## config.mk

```make
export PLATFORM = sky130hd
export DESIGN_NAME = onewire_temperature_poller
export DESIGN_NICKNAME = d
export VERILOG_FILES = /design/src/hw/rtl/owtp_pkg.sv /design/src/hw/rtl/owtp_ctrl.sv /design/src/hw/rtl/owtp_digits.sv /design/src/hw/rtl/onewire_temperature_poller.sv
export SDC_FILE = /design/constraint.sdc
export NUM_CORES = 1
export LEC_CHECK = 0
export ABC_AREA = 1
export BUFFER_PORTS_ARGS = -buffer_cell sky130_fd_sc_hd__buf_2
export CAP_MARGIN = 5
export CORE_ASPECT_RATIO = 0.6
export CORE_MARGIN = 2
export CORE_UTILIZATION = 60
export DETAILED_ROUTE_END_ITERATION = 10
export PLACE_DENSITY_LB_ADDON = 0.2
export SLEW_MARGIN = 5
export SYNTH_ARGS = -nofsm -noshare
export SYNTH_HDL_FRONTEND = slang
export SYNTH_SLANG_ARGS = --single-unit
```

## constraint.sdc

```tcl
create_clock -name clk -period 6.9 [get_ports clk]
set_input_delay 0 -clock clk [delete_from_list [all_inputs] [get_ports clk]]
set_output_delay 0 -clock clk [all_outputs]
set_load 0.1 [all_outputs]
```

## src/hw/rtl/owtp_pkg.sv

```systemverilog
// Shared types and constants for the single-wire temperature poller.
// Used by owtp_ctrl, owtp_digits and the top level onewire_temperature_poller.
package owtp_pkg;

    localparam int CNT_W = 18;
    localparam int TENTHS_W = 16;
    localparam int HUNDREDS_W = 9;
    localparam int DIGIT_W = 4;

    typedef struct packed {
        logic                bus_low;
        logic                reading_valid;
        logic [TENTHS_W-1:0] tenths;
    } owtp_tick_t;

endpackage

```

## src/hw/rtl/owtp_ctrl.sv

```systemverilog
// Bus sequencer of the poller: timing registers, phase machine and reading capture.
// Depends on owtp_pkg for the counter width and the per-tick result word.
module owtp_ctrl
    import owtp_pkg::*;
(
    input  logic             clk,
    input  logic             rst_n,
    input  logic             cfg_valid,
    input  logic [1:0]       cfg_index,
    input  logic [17:0]      cfg_data,
    input  logic             step,
    input  logic             line_high,
    output owtp_tick_t       tick
);

    localparam logic [3:0] PH_RST1_LOW  = 4'd0;
    localparam logic [3:0] PH_RST1_WAIT = 4'd1;
    localparam logic [3:0] PH_WR_CONV   = 4'd2;
    localparam logic [3:0] PH_CONV_WAIT = 4'd3;
    localparam logic [3:0] PH_RST2_LOW  = 4'd4;
    localparam logic [3:0] PH_RST2_WAIT = 4'd5;
    localparam logic [3:0] PH_WR_READ   = 4'd6;
    localparam logic [3:0] PH_READ      = 4'd7;

    localparam logic [1:0] REG_RESET_LOW     = 2'd0;
    localparam logic [1:0] REG_PRESENCE_WAIT = 2'd1;
    localparam logic [1:0] REG_SLOT          = 2'd2;
    localparam logic [1:0] REG_CONVERT_WAIT  = 2'd3;

    localparam logic [7:0] CMD_SKIP_ROM = 8'hCC;
    localparam logic [7:0] CMD_CONVERT  = 8'h44;
    localparam logic [7:0] CMD_READ_PAD = 8'hBE;

    logic [9:0]          reset_low_reg;
    logic [9:0]          presence_wait_reg;
    logic [7:0]          slot_reg;
    logic [17:0]         convert_wait_reg;

    logic [3:0]          phase_reg, phase_next;
    logic [CNT_W-1:0]    count_reg, count_next;
    logic [2:0]          bit_reg, bit_next;
    logic                byte_reg, byte_next;
    logic [7:0]          shift_reg, shift_next;
    logic [15:0]         raw_reg, raw_next;
    logic [TENTHS_W-1:0] tenths_reg, tenths_next;

    logic                bus;
    logic                valid;
    logic [7:0]          slot_lim;
    logic [CNT_W-1:0]    slot_ext;
    logic [CNT_W-1:0]    count_inc;
    logic [2:0]          bit_inc;
    logic [7:0]          cmd;
    logic [18:0]         raw_times5;

    function automatic logic span_over(input logic [CNT_W-1:0] cnt,
                                       input logic [CNT_W-1:0] lim);
        logic [CNT_W-1:0] l;
        logic [CNT_W:0]   s;
        l = (lim == '0) ? CNT_W'(1) : lim;
        s = {1'b0, cnt} + (CNT_W+1)'(1);
        return s >= {1'b0, l};
    endfunction

    always_ff @(posedge clk or negedge rst_n)
    begin
        if (!rst_n)
        begin
            reset_low_reg     <= 10'd130;
            presence_wait_reg <= 10'd140;
            slot_reg          <= 8'd30;
            convert_wait_reg  <= 18'd250000;
        end
        else if (cfg_valid)
        begin
            unique case (cfg_index)
                REG_RESET_LOW:     reset_low_reg     <= cfg_data[9:0];
                REG_PRESENCE_WAIT: presence_wait_reg <= cfg_data[9:0];
                REG_SLOT:          slot_reg          <= cfg_data[7:0];
                REG_CONVERT_WAIT:  convert_wait_reg  <= cfg_data;
                default:           reset_low_reg     <= reset_low_reg;
            endcase
        end
    end

    assign slot_lim  = (slot_reg == 8'd0) ? 8'd1 : slot_reg;
    assign slot_ext  = CNT_W'(slot_lim);
    assign count_inc = count_reg + CNT_W'(1);
    assign bit_inc   = bit_reg + 3'd1;

    always_comb
    begin
        phase_next  = phase_reg;
        count_next  = count_reg;
        bit_next    = bit_reg;
        byte_next   = byte_reg;
        shift_next  = shift_reg;
        raw_next    = raw_reg;
        tenths_next = tenths_reg;
        bus         = 1'b0;
        valid       = 1'b0;
        cmd         = CMD_SKIP_ROM;
        raw_times5  = '0;

        unique case (phase_reg) inside
            PH_RST1_LOW, PH_RST2_LOW:
            begin
                bus = 1'b1;
                if (span_over(count_reg, CNT_W'(reset_low_reg)))
                begin
                    phase_next = phase_reg + 4'd1;
                    count_next = '0;
                    bit_next   = '0;
                    byte_next  = 1'b0;
                end
                else
                begin
                    count_next = count_inc;
                end
            end
            PH_RST1_WAIT, PH_RST2_WAIT, PH_CONV_WAIT:
            begin
                if (span_over(count_reg, (phase_reg == PH_CONV_WAIT) ?
                              CNT_W'(convert_wait_reg) : CNT_W'(presence_wait_reg)))
                begin
                    phase_next = phase_reg + 4'd1;
                    count_next = '0;
                    bit_next   = '0;
                    byte_next  = 1'b0;
                end
                else
                begin
                    count_next = count_inc;
                end
            end
            PH_WR_CONV, PH_WR_READ:
            begin
                if (byte_reg)
                begin
                    cmd = (phase_reg == PH_WR_CONV) ? CMD_CONVERT : CMD_READ_PAD;
                end
                bus = (count_reg == '0) || (!cmd[bit_reg] && (count_reg < slot_ext));
                if (count_reg >= slot_ext)
                begin
                    count_next = '0;
                    bit_next   = bit_inc;
                    if (bit_inc == 3'd0)
                    begin
                        if (byte_reg)
                        begin
                            phase_next = phase_reg + 4'd1;
                            byte_next  = 1'b0;
                        end
                        else
                        begin
                            byte_next = 1'b1;
                        end
                    end
                end
                else
                begin
                    count_next = count_inc;
                end
            end
            PH_READ:
            begin
                bus = (count_reg == '0);
                if (count_reg == CNT_W'(1))
                begin
                    shift_next = {line_high, shift_reg[7:1]};
                end
                if (count_reg >= slot_ext)
                begin
                    count_next = '0;
                    bit_next   = bit_inc;
                    if (bit_inc == 3'd0)
                    begin
                        if (!byte_reg)
                        begin
                            raw_next  = {raw_reg[15:8], shift_next};
                            byte_next = 1'b1;
                        end
                        else
                        begin
                            raw_next    = {shift_next, raw_reg[7:0]};
                            raw_times5  = {3'b000, raw_next} + {1'b0, raw_next, 2'b00};
                            tenths_next = raw_times5[18:3];
                            valid       = 1'b1;
                            phase_next  = PH_RST1_LOW;
                            byte_next   = 1'b0;
                        end
                    end
                end
                else
                begin
                    count_next = count_inc;
                end
            end
            default:
            begin
                phase_next = PH_RST1_LOW;
                count_next = '0;
                bit_next   = '0;
                byte_next  = 1'b0;
            end
        endcase
    end

    always_ff @(posedge clk or negedge rst_n)
    begin
        if (!rst_n)
        begin
            phase_reg  <= PH_RST1_LOW;
            count_reg  <= '0;
            bit_reg    <= '0;
            byte_reg   <= 1'b0;
            shift_reg  <= '0;
            raw_reg    <= '0;
            tenths_reg <= '0;
        end
        else if (step)
        begin
            phase_reg  <= phase_next;
            count_reg  <= count_next;
            bit_reg    <= bit_next;
            byte_reg   <= byte_next;
            shift_reg  <= shift_next;
            raw_reg    <= raw_next;
            tenths_reg <= tenths_next;
        end
    end

    assign tick.bus_low       = bus;
    assign tick.reading_valid = valid;
    assign tick.tenths        = tenths_next;

endmodule

```

## src/hw/rtl/owtp_digits.sv

```systemverilog
// Three-stage result pipeline: tick word register, hundreds by reciprocal, tens and ones.
// Depends on owtp_pkg for the tick word type and the field widths.
module owtp_digits
    import owtp_pkg::*;
(
    input  logic                  clk,
    input  logic                  rst_n,
    input  logic                  s_valid,
    output logic                  s_ready,
    input  owtp_tick_t            s_word,
    output logic                  out_valid,
    input  logic                  out_stall,
    output logic                  bus_low,
    output logic                  reading_valid,
    output logic [TENTHS_W-1:0]   tenths_value,
    output logic [HUNDREDS_W-1:0] digit_hundreds,
    output logic [DIGIT_W-1:0]    digit_tens,
    output logic [DIGIT_W-1:0]    digit_ones
);

    localparam int PROD_W = TENTHS_W + 13;
    localparam logic [PROD_W-1:0] RECIP_100 = PROD_W'(5243);
    localparam int RECIP_SHIFT = 19;

    logic                  v1_reg, v2_reg, v3_reg;
    owtp_tick_t            w1_reg, w2_reg;
    logic [HUNDREDS_W-1:0] q2_reg;
    logic                  adv1, adv2, adv3;
    logic [PROD_W-1:0]     prod;
    logic [TENTHS_W-1:0]   hundreds_x100;
    logic [TENTHS_W-1:0]   rem_full;
    logic [6:0]            rem;
    logic [DIGIT_W-1:0]    tens;
    logic [6:0]            tens_x10;

    // The quotient estimate is exact for every tenths value the sequencer can produce.
    function automatic logic [DIGIT_W-1:0] tens_of(input logic [6:0] r);
        logic [DIGIT_W-1:0] t;
        t = '0;
        for (int k = 1; k < 10; k++)
        begin
            if (r >= 7'(10 * k))
            begin
                t = DIGIT_W'(k);
            end
        end
        return t;
    endfunction

    assign adv3    = !v3_reg || !out_stall;
    assign adv2    = !v2_reg || adv3;
    assign adv1    = !v1_reg || adv2;
    assign s_ready = adv1;

    assign prod          = PROD_W'(w1_reg.tenths) * RECIP_100;
    assign hundreds_x100 = TENTHS_W'(q2_reg) * TENTHS_W'(100);
    assign rem_full      = w2_reg.tenths - hundreds_x100;
    assign rem           = rem_full[6:0];
    assign tens          = tens_of(rem);
    assign tens_x10      = 7'(tens) * 7'd10;

    always_ff @(posedge clk or negedge rst_n)
    begin
        if (!rst_n)
        begin
            v1_reg <= 1'b0;
            v2_reg <= 1'b0;
            v3_reg <= 1'b0;
        end
        else
        begin
            if (adv1)
            begin
                v1_reg <= s_valid;
            end
            if (adv2)
            begin
                v2_reg <= v1_reg;
            end
            if (adv3)
            begin
                v3_reg <= v2_reg;
            end
        end
    end

    always_ff @(posedge clk)
    begin
        if (adv1 && s_valid)
        begin
            w1_reg <= s_word;
        end
        if (adv2 && v1_reg)
        begin
            w2_reg <= w1_reg;
            q2_reg <= prod[RECIP_SHIFT+HUNDREDS_W-1:RECIP_SHIFT];
        end
        if (adv3 && v2_reg)
        begin
            bus_low        <= w2_reg.bus_low;
            reading_valid  <= w2_reg.reading_valid;
            tenths_value   <= w2_reg.tenths;
            digit_hundreds <= q2_reg;
            digit_tens     <= tens;
            digit_ones     <= DIGIT_W'(rem - tens_x10);
        end
    end

    assign out_valid = v3_reg;

endmodule

```

## src/hw/rtl/onewire_temperature_poller.sv

```systemverilog
// Top level of the single-wire temperature poller: configuration port, sequencer, digits.
// Depends on owtp_pkg, owtp_ctrl and owtp_digits.
//
// Each input word is one time-unit tick carrying the sampled bus level (line_high).
// The block answers every tick with one output word: the bus drive for that tick
// (bus_low), a one-tick reading_valid strobe, the latest reading in tenths and its
// hundreds, tens and ones digits. Out of reset the sequencer starts a reset pulse,
// the timing registers hold their default values and the shown reading is zero.
// An input word is accepted when in_valid is high and in_stall is low; the result
// word then passes through the sequencer step, then the hundreds multiply by
// reciprocal, then the tens/ones split, each ending in a register.
// Throughput is one tick per clock cycle while out_stall is low. When the
// receiver holds out_stall, the pipeline fills and in_stall rises once all three
// stages are occupied; no word is dropped and the stalled output word holds steady.
// Timing registers are written through cfg_valid/cfg_ready with cfg_index 0 to 3
// (reset low, presence wait, slot, conversion wait); cfg_ready is always high and
// writes are meant for idle periods.
module onewire_temperature_poller
    import owtp_pkg::*;
(
    input  logic                  clk,
    input  logic                  rst_n,
    input  logic                  cfg_valid,
    output logic                  cfg_ready,
    input  logic [1:0]            cfg_index,
    input  logic [17:0]           cfg_data,
    input  logic                  in_valid,
    output logic                  in_stall,
    input  logic                  line_high,
    output logic                  out_valid,
    input  logic                  out_stall,
    output logic                  bus_low,
    output logic                  reading_valid,
    output logic [TENTHS_W-1:0]   tenths_value,
    output logic [HUNDREDS_W-1:0] digit_hundreds,
    output logic [DIGIT_W-1:0]    digit_tens,
    output logic [DIGIT_W-1:0]    digit_ones
);

    owtp_tick_t tick;
    logic       pipe_ready;
    logic       step;

    assign cfg_ready = 1'b1;
    assign in_stall  = !pipe_ready;
    assign step      = in_valid && pipe_ready;

    owtp_ctrl u_ctrl (
        .clk       (clk),
        .rst_n     (rst_n),
        .cfg_valid (cfg_valid),
        .cfg_index (cfg_index),
        .cfg_data  (cfg_data),
        .step      (step),
        .line_high (line_high),
        .tick      (tick)
    );

    owtp_digits u_digits (
        .clk            (clk),
        .rst_n          (rst_n),
        .s_valid        (in_valid),
        .s_ready        (pipe_ready),
        .s_word         (tick),
        .out_valid      (out_valid),
        .out_stall      (out_stall),
        .bus_low        (bus_low),
        .reading_valid  (reading_valid),
        .tenths_value   (tenths_value),
        .digit_hundreds (digit_hundreds),
        .digit_tens     (digit_tens),
        .digit_ones     (digit_ones)
    );

endmodule

```

Word-level counts from Yosys, hierarchy flattened --
Cells that the tools add are included. Widths: inputs -> output; s select.
Storage, ports and cells: word-level logic and storage cells 157, output and inout bits 38, register bits 187
Cells by class: multiplexer cells 49, $add $sub $neg 7, equality and inequality tests 21, bitwise gates (word level) 1, reductions and logical operators 35, order comparisons 14, multiply operators 3
Operators by type and width (number):
- $mux 18 | 5
- $mux 16 | 4
- $mux 4 | 16
- $pmux 18 s3 | 1
- $mux 8 | 6
- $ge 19x18->1 | 2
- $logic_not 18->1 | 2
- $mul 16x13->28 const B | 1
- $ge 7x6->1 const B | 3
- $ge 7x7->1 const B | 3
- $ne 2x1->1 const B | 10
- $add 16x18->19 | 1
- $add 18x1->19 const B | 1
- $add 18x1->18 const B | 1
- $eq 18x1->1 const B | 1
- $ge 18x8->1 | 1
- $lt 18x8->1 | 1
- $eq 4x3->1 const B | 4
- $pmux 4 s4 | 1
- $ge 7x5->1 const B | 2
- $logic_not 10->1 | 1
- $mux 10 | 1
- $reduce_and 2->1 | 5
- $reduce_and 5->1 | 2
- other kinds (30) | 55

Longest topological paths before layout --
word-level depth 14, mapped depth 22, mapped depth without buffers 22

Cells and area by module --
A second synthesis with hierarchy kept.
Unflattened totals: cells, all modules 1553, area, all modules 13982.2 µm²
Modules (own cells, without submodules):
- owtp_ctrl | cells an instance 946, seq. area each 2622.5 µm², area an instance 7106.8 µm², times used 1
- owtp_digits | cells an instance 602, seq. area each 2447.3 µm², area an instance 6852.8 µm², times used 1
- onewire_temperature_poller | cells an instance 5, seq. area each 0.0 µm², area an instance 22.5 µm², times used 1

Worst setup path before layout --
No wires, ideal clock.
kind register -> register, start point register u_digits.w1_reg[13] (netlist bit), end point register u_digits.q2_reg[5] (data pin), data required time 6.638 ns, arrival 4.270 ns, stages on the path, launching flop included 15, path slack 2.367 ns, buffers on the path 0, setup time 0.262 ns, cells stage by stage edfxtp_1 fa_1 ha_1 fa_1 inv_1 fa_1 fa_1 inv_1 ha_1 nand2_1 nor4_1 nand4_1 o211ai_1 a21oi_1 xor2_1
On the way: word-level cells in the longest chain between the ends 1
Ends and longest elaborated chain:
- start, declared | line owtp_digits.sv:26 | owtp_tick_t w1_reg, w2_reg;
- start signal, assigned | line owtp_digits.sv:91 | w1_reg <= s_word;
- $mul 16x13->28 | line owtp_digits.sv:55 | assign prod = PROD_W'(w1_reg.tenths) * RECIP_100;
- net u_digits.prod[24] | line owtp_digits.sv:29 | logic [PROD_W-1:0] prod;
- end signal, assigned | line owtp_digits.sv:96 | q2_reg <= prod[RECIP_SHIFT+HUNDREDS_W-1:RECIP_SHIFT];
- end, declared | line owtp_digits.sv:27 | logic [HUNDREDS_W-1:0] q2_reg;
The timed path passes the listed nets, and every way through them passes these cells. A chain may end at the register's enable or synchronous reset.

Final worst setup path --
start point register u_digits.w1_reg[9] (netlist bit), end point register u_digits.q2_reg[6] (data pin)
The elaborated chain is that of the path after synthesis.

==> reports/results.tsv <==
metric	value	unit
P_sw	3610	uW
Fin. Hold Viols	0	
Worst Path Arrival	5.22	ns
Switching Fraction	50.6	%
ys async rst share	57.5	%
Max-Cap Viols	0	
cts hold-fix bufs	22	
Clk Latency, worst-skew pair	0.46	ns
post_cts resized	0	
Die H	123	um
Iter 0 DRT Violations	892	
delay-heaviest family, CP	adder cells	
CP bufs+invs	4	
crit start category	register	
HP Class	in2async	
synthesis-stage register bit count	186	
synthesized area per cell	8.80	um^2
Worst path slowest cell	edfxtp_1	
sequential share of the synthesized area	35.9	%
Crit. End Element	register	
Tot GR Track Use	28.6	%
max incr delay on CP	0.56	ns
Max-slew headroom	23.9	%
GPL Wtd Cong	0.907	
commonest cells after routing, fill and taps aside	354 x nand2_1, 325 x inv_1, 167 x ha_1, 106 x o21ai_0, 91 x dfrtp_1	
Setup CP Type	reg2reg	
YS warnings	0	
LEAKAGE	0.00799	uW
Internal	3520	uW
largest net degree at the start of global routing	57	
DRC	0	
status	completed	
Routed Antenna Nets	0	
R2R depth	18	
Gate power share	62.9	%
Final nets	1958	
fin. max-slew vios	0	
Post-synth EDFFs	79	
Crit Reg-Reg Startpoint	u_digits.w1_reg[9]	
I/O pins	64	
Max FO, Critical Path	7	
Die ar.	24800	um^2
grt ovf	0	
FF-to-FF setup slack	1.89	ns
CTS tree	built	
top_reg_cell synth	dfrtp_1	
# clock sinks	186	
ant diodes	0	
Final Setup Violations	0	
RSZ-0062 raised after global routing	false	
worst slack, placed	1.94	ns
Core Rows	43	
H-tree levels	4	
CTS max path bufs	2	
WL/cell	16.5	um
Netlist cell types	49	
final period demand of the worst path	5.01	ns
register clock-pin slew on the reported worst setup and hold paths	0.08	ns
port bufs	62	
CORE AREA	23100	um^2
Filler cells	1822	
setup ws final	1.89	ns
design area	15600	um^2
dpl cell area	14800	um^2
clk root buf	clkbuf_16	
synthesized instance count	1605	
first-pass iteration count of the detailed router	5	
pwr dens	458	nW/um^2
Setup Fix Bufs, Post-CTS	0	
crit share post-route	72.6	%
hold_ws	0.110	ns
TNS Setup	0	ns
Final Skew	0.0138	ns
Max IR drop VDD	400	uV
Die X-Extent	202	um
CTS buffer count	17	
proportion of layout cells with a drive suffix above 1	9.23	%
crit-path cells	ha_1 -> inv_1 -> fa_1 -> inv_1 -> fa_1 -> inv_1 -> fa_1 -> inv_1 -> fa_1 -> ha_1 -> a21oi_1 -> nor2_1 -> a211oi_1 -> o21ai_0 -> nand2_1 -> o211ai_1 -> a21oi_1 -> xor2_1	
number of vias in the routed layout	10900	
WP depth	18	
first-pass GRT wire length	54.1	mm
initial core utilization	61.2	%
Worst EP required	7.11	ns
commonest non-fill, non-tap cell in the layout	nand2_1	
Post-Route WL	33.3	mm
vias per cell	5.42	
initial antenna violation count	0	
Worst-Margin Slew	1.14	ns
Syn Nets	1875	
clock share of power	14.0	%
reg2reg end	u_digits.q2_reg[6]	
Seq pwr share	23.1	%
mapped cell area	14100	um^2
vias in the first global route	10200	
Max Freq	200	MHz
area delta synth->final	10.3	%
post-DP HPWL	26.0	mm
logic make-up after synthesis:
logic type | share of synthesized area [%]
AOI/OAI and AO/OA | 8.51
xor gates and xnor gates | 2.41
adders and majority gates | 25.7
buffers and inverters | 9.63
DFF | 35.9
muxes | 1.14
other | 0.0265
and+or+nand+nor | 16.7
per-layer routing:
metal | track usage, % | vias to the layer above | share of wire, %
met5 | 0 | - | 0
met4 | 6.07 | 0 | 1.3
met3 | 10.8 | 32 | 10
met2 | 36.2 | 386 | 37
met1 | 45.1 | 5213 | 52
li1 | - | 5302 | -
worst reg2reg max path, cell delays in order (launching register included):
cell	delay [ns]
edfxtp_1	0.56
ha_1	0.39
inv_1	0.06
fa_1	0.51
inv_1	0.06
fa_1	0.53
inv_1	0.06
fa_1	0.48
inv_1	0.05
fa_1	0.47
ha_1	0.35
a21oi_1	0.18
nor2_1	0.07
a211oi_1	0.27
o21ai_0	0.16
nand2_1	0.08
o211ai_1	0.18
a21oi_1	0.21
xor2_1	0.08
layout make-up:
class / instances / area [um^2] / share of cell area, %
clock buffer: 20 / 479 / 3.07
clock inverter: 12 / 123 / 0.787
inverter: 329 / 1230 / 7.92
multi-input combinational: 1065 / 7710 / 49.5
sequential: 186 / 5070 / 32.5
tap: 315 / 394 / 2.53
timing repair buffer: 89 / 571 / 3.66
metrics by stage:
| stage | total power (uW) | instances | util (%) |
|---|---|---|---|
| final | 7130 | 2016 | 67.5 |
| after global routing | 7830 | 2016 | 67.5 |
| after CTS | 7070 | 2016 | 67.5 |
| after detailed placement | 6010 | 1962 | 64.0 |
| after global placement | 5890 | 1962 | 64.0 |
| after floorplan | 4990 | 1605 | - |
power groups by stage:
stage               logic [uW]  registers, uW  clock network [uW]
floorplan                 3040           1950                   0
global placement          4240           1650                   0
detailed placement        4350           1660                   0
CTS                       4420           1640                1020
global route              5100           1670                1060
finish                    4480           1650                1000
synth_stat cells, types with 3 or more instances:
cell      instances  area [um^2]
nand2_1         354         1330
inv_1           325         1220
ha_1            167         2090
o21ai_0         106          531
dfrtp_1          91         2280
edfxtp_1         79         2370
nor2_1           78          293
fa_1             77         1540
a21oi_1          62          310
nand3_1          54          270
xor2_1           28          245
nand4_1          22          138
clkbuf_1         16         60.1
dfstp_2          16          420
nand3b_1         10         75.1
nor3_1           10         50.1
o21ai_2          10         87.6
mux2_2            9          101
xnor2_1           9         78.8
a31oi_1           8         50.1
mux2i_1           6         60.1
nand2_2           6         37.5
nor4_1            6         37.5
o211ai_1          6         45.0
a21o_1            5         37.5
nor2_4            5         56.3
buf_2             4         20.0
buf_4             4         30.0
inv_2             3         11.3
o21a_1            3         22.5
o21bai_1          3         22.5
how the worst max path moves through the flow:
stage / startpoint / end / slack (ns)
after floorplan: u_digits.w1_reg[13] / u_digits.q2_reg[5] / 2.37
after global placement: u_digits.w1_reg[13] / u_digits.q2_reg[7] / 2.02
after detailed placement: u_digits.w1_reg[14] / u_digits.q2_reg[5] / 1.94
after CTS: u_digits.w1_reg[11] / u_digits.q2_reg[7] / 1.94
after global routing: u_digits.w1_reg[11] / u_digits.q2_reg[7] / 1.64
final: u_digits.w1_reg[9] / u_digits.q2_reg[6] / 1.89
(Power assumes the default switching activity.)
